<file path="src/hdl/sss_pkg.sv">
// sss_pkg: shared types and codes for the scoped symbol stack
// item structs, request/kind/status codes, controller-datapath command and status structs
// no dependencies
`default_nettype none

package sss_pkg;

  // fixed field widths of the result item
  localparam int IDX_W   = 10;
  localparam int REG_W   = 11;
  localparam int DEPTH_W = 11;

  // register number offset from entry index
  localparam logic [31:0] REG_OFFSET = 32'd2;

  // request codes
  localparam logic [1:0] REQ_INSERT = 2'd0;
  localparam logic [1:0] REQ_LOOKUP = 2'd1;
  localparam logic [1:0] REQ_END    = 2'd2;

  // insert kind codes
  localparam logic [1:0] KIN_UNDEF  = 2'd0;
  localparam logic [1:0] KIN_GLOBAL = 2'd1;
  localparam logic [1:0] KIN_LOCAL  = 2'd2;
  localparam logic [1:0] KIN_PROC   = 2'd3;

  // stored scope codes
  localparam logic [1:0] SCOPE_GLOBAL = 2'd0;
  localparam logic [1:0] SCOPE_LOCAL  = 2'd1;
  localparam logic [1:0] SCOPE_PROC   = 2'd2;

  // result status codes
  localparam logic [1:0] STAT_OK   = 2'd0;
  localparam logic [1:0] STAT_MISS = 2'd1;
  localparam logic [1:0] STAT_FULL = 2'd2;

  // result selection codes from controller to datapath
  localparam logic [2:0] RES_INSERT = 3'd0;
  localparam logic [2:0] RES_FULL   = 3'd1;
  localparam logic [2:0] RES_FOUND  = 3'd2;
  localparam logic [2:0] RES_MISS   = 3'd3;
  localparam logic [2:0] RES_PLAIN  = 3'd4;

  typedef struct packed {
    logic [1:0]  req_type;
    logic [63:0] name_key;
    logic [1:0]  kind_in;
  } in_item_t;

  typedef struct packed {
    logic [1:0]         status;
    logic [IDX_W-1:0]   entry_index;
    logic [REG_W-1:0]   reg_number;
    logic [1:0]         kind_out;
    logic [DEPTH_W-1:0] depth_now;
  } out_item_t;

  // controller commands to the datapath
  typedef struct packed {
    logic       load_item;
    logic       do_insert;
    logic       rd_top;
    logic       rd_next;
    logic       pop_one;
    logic       clr_proc;
    logic       res_load;
    logic [2:0] res_sel;
  } sss_cmd_t;

  // datapath status to the controller
  typedef struct packed {
    logic [1:0] req;
    logic       full;
    logic       empty;
    logic       match;
    logic       last_zero;
    logic       top_local;
  } sss_stat_t;

endpackage

`default_nettype wire

</file>
<file path="src/hdl/sss_ctrl.sv">
// sss_ctrl: request sequencer for the scoped symbol stack
// depends on sss_pkg (command/status structs, request and result codes)
`default_nettype none

module sss_ctrl
  import sss_pkg::*;
(
  input  wire logic      clk,
  input  wire logic      rst_n,
  input  wire logic      in_valid,
  output logic           in_ready,
  output logic           out_valid,
  input  wire logic      out_ready,
  input  wire sss_stat_t stat,
  output sss_cmd_t       cmd
);

  localparam logic [2:0] S_IDLE   = 3'd0;
  localparam logic [2:0] S_DECODE = 3'd1;
  localparam logic [2:0] S_SRCH   = 3'd2;
  localparam logic [2:0] S_POP    = 3'd3;
  localparam logic [2:0] S_OUT    = 3'd4;

  logic [2:0] state_r;
  logic [2:0] state_nxt;

  // next state and commands
  always_comb begin
    state_nxt = state_r;
    cmd       = '0;
    in_ready  = 1'b0;
    out_valid = 1'b0;
    unique case (state_r)
      S_IDLE: begin
        in_ready = 1'b1;
        if (in_valid) begin
          cmd.load_item = 1'b1;
          state_nxt     = S_DECODE;
        end
      end
      S_DECODE: begin
        unique case (stat.req)
          REQ_INSERT: begin
            cmd.res_load = 1'b1;
            if (stat.full) begin
              cmd.res_sel = RES_FULL;
            end else begin
              cmd.do_insert = 1'b1;
              cmd.res_sel   = RES_INSERT;
            end
            state_nxt = S_OUT;
          end
          REQ_LOOKUP: begin
            if (stat.empty) begin
              cmd.res_load = 1'b1;
              cmd.res_sel  = RES_MISS;
              state_nxt    = S_OUT;
            end else begin
              cmd.rd_top = 1'b1;
              state_nxt  = S_SRCH;
            end
          end
          REQ_END: begin
            if (stat.empty) begin
              cmd.clr_proc = 1'b1;
              cmd.res_load = 1'b1;
              cmd.res_sel  = RES_PLAIN;
              state_nxt    = S_OUT;
            end else begin
              cmd.rd_top = 1'b1;
              state_nxt  = S_POP;
            end
          end
          default: begin
            cmd.res_load = 1'b1;
            cmd.res_sel  = RES_PLAIN;
            state_nxt    = S_OUT;
          end
        endcase
      end
      // walk down from the top, one entry per cycle
      S_SRCH: begin
        if (stat.match) begin
          cmd.res_load = 1'b1;
          cmd.res_sel  = RES_FOUND;
          state_nxt    = S_OUT;
        end else if (stat.last_zero) begin
          cmd.res_load = 1'b1;
          cmd.res_sel  = RES_MISS;
          state_nxt    = S_OUT;
        end else begin
          cmd.rd_next = 1'b1;
        end
      end
      // pop local entries off the top
      S_POP: begin
        if (stat.top_local) begin
          cmd.pop_one = 1'b1;
          if (stat.last_zero) begin
            cmd.clr_proc = 1'b1;
            cmd.res_load = 1'b1;
            cmd.res_sel  = RES_PLAIN;
            state_nxt    = S_OUT;
          end else begin
            cmd.rd_next = 1'b1;
          end
        end else begin
          cmd.clr_proc = 1'b1;
          cmd.res_load = 1'b1;
          cmd.res_sel  = RES_PLAIN;
          state_nxt    = S_OUT;
        end
      end
      S_OUT: begin
        out_valid = 1'b1;
        if (out_ready) begin
          state_nxt = S_IDLE;
        end
      end
      default: begin
        state_nxt = S_IDLE;
      end
    endcase
  end

  always_ff @(posedge clk) begin
    if (!rst_n) begin
      state_r <= S_IDLE;
    end else begin
      state_r <= state_nxt;
    end
  end

endmodule

`default_nettype wire

</file>
<file path="config.mk">
export PLATFORM = sky130hd
export DESIGN_NAME = sss_ctrl
export DESIGN_NICKNAME = d
export VERILOG_FILES = /design/src/hdl/sss_pkg.sv /design/src/hdl/sss_ctrl.sv
export SDC_FILE = /design/constraint.sdc
export NUM_CORES = 1
export LEC_CHECK = 0
export ABC_AREA = 0
export BUFFER_PORTS_ARGS = -buffer_cell sky130_fd_sc_hd__buf_2
export CAP_MARGIN = 20
export CORE_AREA = 2 2 39 41
export DETAILED_ROUTE_END_ITERATION = 8
export DIE_AREA = 0 0 41 43
export PLACE_DENSITY = 0.68
export SLEW_MARGIN = 40
export SYNTH_ARGS = -nofsm -noshare
export SYNTH_HDL_FRONTEND = slang
export SYNTH_SLANG_ARGS = --single-unit
</file>
<file path="constraint.sdc">
create_clock -name clk -period 1.4 [get_ports clk]
set_input_delay 0.07 -clock clk [delete_from_list [all_inputs] [get_ports clk]]
set_output_delay 0.07 -clock clk [all_outputs]
set_load 0.05 [all_outputs]
</file>
# Yosys cells after proc, flatten, opt, wreduce, memory -nomap -nowiden

Cells that the tools add are included.

Equal/unequal tests: 8
Multiplexer cells: 34
Reductions and logical operators: 4

Operator list:

| cell                 | count |
|---|---|
| $pmux W4 S3          | 2 |
| $mux W3              | 7 |
| $mux W5              | 3 |
| $pmux W3 S5          | 1 |
| $mux W1              | 13 |
| $mux W4              | 3 |
| $eq A3 B2 Y1 const B | 2 |
| $pmux W3 S2          | 1 |
| $mux W2              | 2 |
| $ne A2 B2 Y1 const B | 2 |
| $pmux W1 S2          | 2 |
| $eq A3 B1 Y1 const B | 1 |
| $eq A3 B3 Y1 const B | 1 |
| $logic_not A3 Y1     | 1 |
| $eq A2 B1 Y1 const B | 1 |
| $eq A2 B2 Y1 const B | 1 |
| $logic_not A2 Y1     | 1 |
| $reduce_and A2 Y1    | 1 |
| $reduce_or A2 Y1     | 1 |

Register bits after elaboration: 3
Output and inout bits: 12

# Logic depth before layout (Yosys ltp)

Depth after elaboration: 4
Gate-level depth with buffers: 5

# Worst setup path after synthesis

Ideal clock, no wire load.

Path type: flip-flop to output port
Start point: reg state_r[1]
End point: out cmd[9] in the netlist's numbering
Data arrival time: 2,125 ps
Path slack: -795 ps
Cell stages (with the launch flop): 4
Cells stage by stage: dfxtp_1 > buf_6 > nor3_1 > and2_1

RTL lines:

| element                | line            | text |
|---|---|---|
| start, declared        | sss_ctrl.sv:24  | `logic [2:0] state_r;` |
| start signal, assigned | sss_ctrl.sv:130 | `state_r <= state_nxt;` |
| end, declared          | sss_ctrl.sv:15  | `output sss_cmd_t cmd` |

==> results.sh <==
export IMPL_outcome="finished with violations"
export IMPL_violations="negative setup slack"
export IMPL_dieArea_um2=1760
export IMPL_switching_share_pct=37.6
export IMPL_reg_top3="state_r: 3 flops"
export IMPL_final_max_slew_viol_count=0
export IMPL_postSynthCellCount=58
export IMPL_hold_violations=0
export IMPL_cts_root_buffer="clkbuf_4"
export IMPL_met1_usage_pct=21.2
export IMPL_wl_per_cell_um=12.1
export IMPL_hpwl_um=1010
export IMPL_grt_pass1_wl_um=2090
export IMPL_clkPwrFrac_pct=32.8
export IMPL_slowest_delay_ps=430
export IMPL_gr_usage_met3_pct=4.71
export IMPL_crit_chain="or3b_4 > nor3b_4 > buf_6"
export IMPL_p_sw_uw=174
export IMPL_worst_slew_pin_slew_ps=285
export IMPL_hold_start="rst_n"
export IMPL_path_class="register to primary output"
export IMPL_finalSetupTns_ps=-155
export IMPL_antenna_found_initial=0
export IMPL_comb_power_share_pct=46.7
export IMPL_min_path_type="input pin to register"
export IMPL_n_fill_cell=120
export IMPL_cp_max_fo=5
export IMPL_met2_usage_pct=27.8
export IMPL_crit_slowest_cell="or3b_4"
export IMPL_row_count=14
export IMPL_drtIter0Drc=4
export IMPL_finalSetupViolCount=3
export IMPL_startpoint="state_r[0]$_SDFFE_PN0P_"
export IMPL_crit_path_end_kind="primary output"
export IMPL_ys_seq_area_share_pct=14.3
export IMPL_synth_top_family_by_area="simple AND/OR/NAND/NOR gates"
export IMPL_clkLatencyLatePin_ps=230
export IMPL_synthMuxAreaShare_pct=0
export IMPL_cp_arrival_ps=1410
export IMPL_path_buf_inv=1
export IMPL_synth_xor_area_share_pct=0
export IMPL_postLayoutSetupSlackWorst_ps=-78.4
export IMPL_yosysTopAreaCell="dfxtp_1"
export IMPL_total_power_uw=463
export IMPL_cts_buffers=3
export IMPL_syn_nets=73
export IMPL_port_buffers=22
export IMPL_synthesis_area_um2=420
export IMPL_io_pins=23
export IMPL_timing_max_cap_violations=0
export IMPL_gr_total_overflow=0
export IMPL_fin_util_pct=56.3
export IMPL_path_clk_slew_ps=40
export IMPL_yosys_area_share_adder_pct=11.9
export IMPL_start_util_pct=30.4
export IMPL_ys_warn_count=0
export IMPL_drive_above_1_share_pct=57.0
export IMPL_synthDistinctLibCells=30
export IMPL_cp_required_ps=1330
export IMPL_regMostFlops="state_r"
export IMPL_r2r_start="state_r[1]$_SDFFE_PN0P_"
export IMPL_final_min_clock_period_ps=1480
export IMPL_wirelength_um=1320
export IMPL_dr_pass1_iters=4
export IMPL_num_nets_final=109
export IMPL_cts_tree="built"
export IMPL_htree_levels=1
export IMPL_start_kind="register"
export IMPL_fmax_ghz=0.676
export IMPL_rsz0062_at_grt="yes"
export IMPL_syn2layout_area_growth_pct=85.4
export IMPL_largest_register_ffs=3
export IMPL_period_share_pct=106
export IMPL_die_w_um=41
export IMPL_gr_usage_all_layers_pct=16.8
export IMPL_antenna_left=0
export IMPL_p_leak_uw=0.000375
export IMPL_vias=539
export IMPL_syn_area_per_cell_um2=7.25
export IMPL_routabilityCongestion=0.777
export IMPL_die_y_um=43
export IMPL_pre_cts_ws_ps=44.8
export IMPL_internal_power_uw=289
export IMPL_cts_sinks=3
export IMPL_via_per_inst=4.94
export IMPL_finClkSkew_ps=0.330
export IMPL_antenna_cells=0
export IMPL_pwr_share_seq_pct=20.4
export IMPL_coreArea_um2=1380
export IMPL_crit_family="simple AND/OR/NAND/NOR gates"
export IMPL_maxSlewHeadroom_pct=80.8
export IMPL_synth_area_leaders="dfxtp_1 (14%), ha_1 (12%), a21oi_1 (8.3%)"
export IMPL_netlist_area_leader_share_pct=14.3
export IMPL_grt_max_degree=6
export IMPL_ys_seq_elements=3
export IMPL_synth_simple_area_share_pct=42.0
export IMPL_clock_path_buffers=2
export IMPL_grt_pass1_vias=523
export IMPL_pwr_density_cell_nw_per_um2=594
export IMPL_grt_busiest_layer="met2"
export IMPL_synth_compound_area_share_pct=21.1
export IMPL_ir_drop_mv=0.455
export IMPL_drc_errors=0
logic make-up (layout without fill, tap and decap cells):
kind of cell | Yosys count | count (layout)
adders and majority gates | 4 | 4
AOI/OAI and AO/OA | 14 | 14
buffers and inverters | 9 | 44
and+or+nand+nor | 28 | 28
DFF | 3 | 3
per-layer routing:
metal | vias up | part of all wire [%] | routed length [µm]
li1 | 271 | - | -
met1 | 247 | 43 | 571
met2 | 21 | 50 | 660
met3 | 0 | 6.7 | 88
met4 | 0 | 0 | 0
met5 | - | 0 | 0
power groups by stage:
stage / Clock [µW] / Combinational [µW] / Sequential [µW]
final: 152 / 217 / 94.7
after global routing: 173 / 232 / 95.0
after CTS: 159 / 198 / 94.1
after detailed placement: 0 / 180 / 95.4
after global placement: 0 / 178 / 95.4
after floorplan: 0 / 127 / 96.2
what timing repair did:
action,4_1_cts,5_1_grt
pin swaps,4,3
resized for setup,16,13
setup endpoints to repair,8,11
setup buffers,4,1
hold buffers,0,0
worst reg2reg max path, stage by stage, from the launching register on:
cell	delay, ps
dfxtp_2	330
or2b_1	220
and4b_1	230
buf_4	130
buf_4	120
o21a_1	170
through the flow:
stage	hold slack, ps	std cells	area [µm²]
global placement	321	100	619
floorplan	188	58	467
CTS	87.3	108	732
detailed placement	333	100	619
finish	94.3	109	779
global route	87.0	109	779
placed cells by master, fill, tap and decap left out, types with 2 or more instances in the layout:
| cell | Yosys | layout |
|---|---|---|
| buf_8 | 0 | 2 |
| inv_1 | 7 | 7 |
| a21oi_1 | 7 | 3 |
| clkbuf_4 | 0 | 5 |
| nand2b_1 | 4 | 3 |
| nor2_1 | 5 | 4 |
| buf_4 | 1 | 9 |
| buf_6 | 1 | 8 |
| dfxtp_2 | 0 | 2 |
| buf_2 | 0 | 12 |
| a21oi_2 | 0 | 4 |
| nand2_1 | 3 | 3 |
| ha_1 | 4 | 4 |
synthesized netlist by cell type:
cell type / count
a21oi_1: 7
inv_1: 7
nor2_1: 5
ha_1: 4
nand2b_1: 4
dfxtp_1: 3
nand2_1: 3
nor3b_1: 3
a211o_1: 1
a31oi_1: 1
and2_1: 1
and4b_1: 1
buf_4: 1
buf_6: 1
nand3_1: 1
nand3b_1: 1
nand4_1: 1
nand4bb_1: 1
nor2b_1: 1
nor3_1: 1
nor3_2: 1
o211a_1: 1
o211ai_1: 1
o21a_1: 1
o21ai_0: 1
o31a_1: 1
or2_2: 1
or2b_1: 1
or3_1: 1
or3b_4: 1
path summary, 6_finish.rpt:
kind         slack [ps]  cells past startpoint                      end
max                 -80                      3                   cmd[8]
min reg2reg         710                      3  state_r[0]$_SDFFE_PN0P_
max reg2reg          90                      5  state_r[1]$_SDFFE_PN0P_
min                  90                      2  state_r[1]$_SDFFE_PN0P_
area by class of cell:
cell class | count | area [µm²] | share of cell area (%)
multi-input combinational | 46 | 382 | 49.0
inverter | 7 | 26.3 | 3.37
sequential | 3 | 62.6 | 8.03
tap | 16 | 20.0 | 2.57
clock buffer | 4 | 26.3 | 3.37
timing repair buffer | 33 | 263 | 33.7
(Power assumes the default switching activity.)
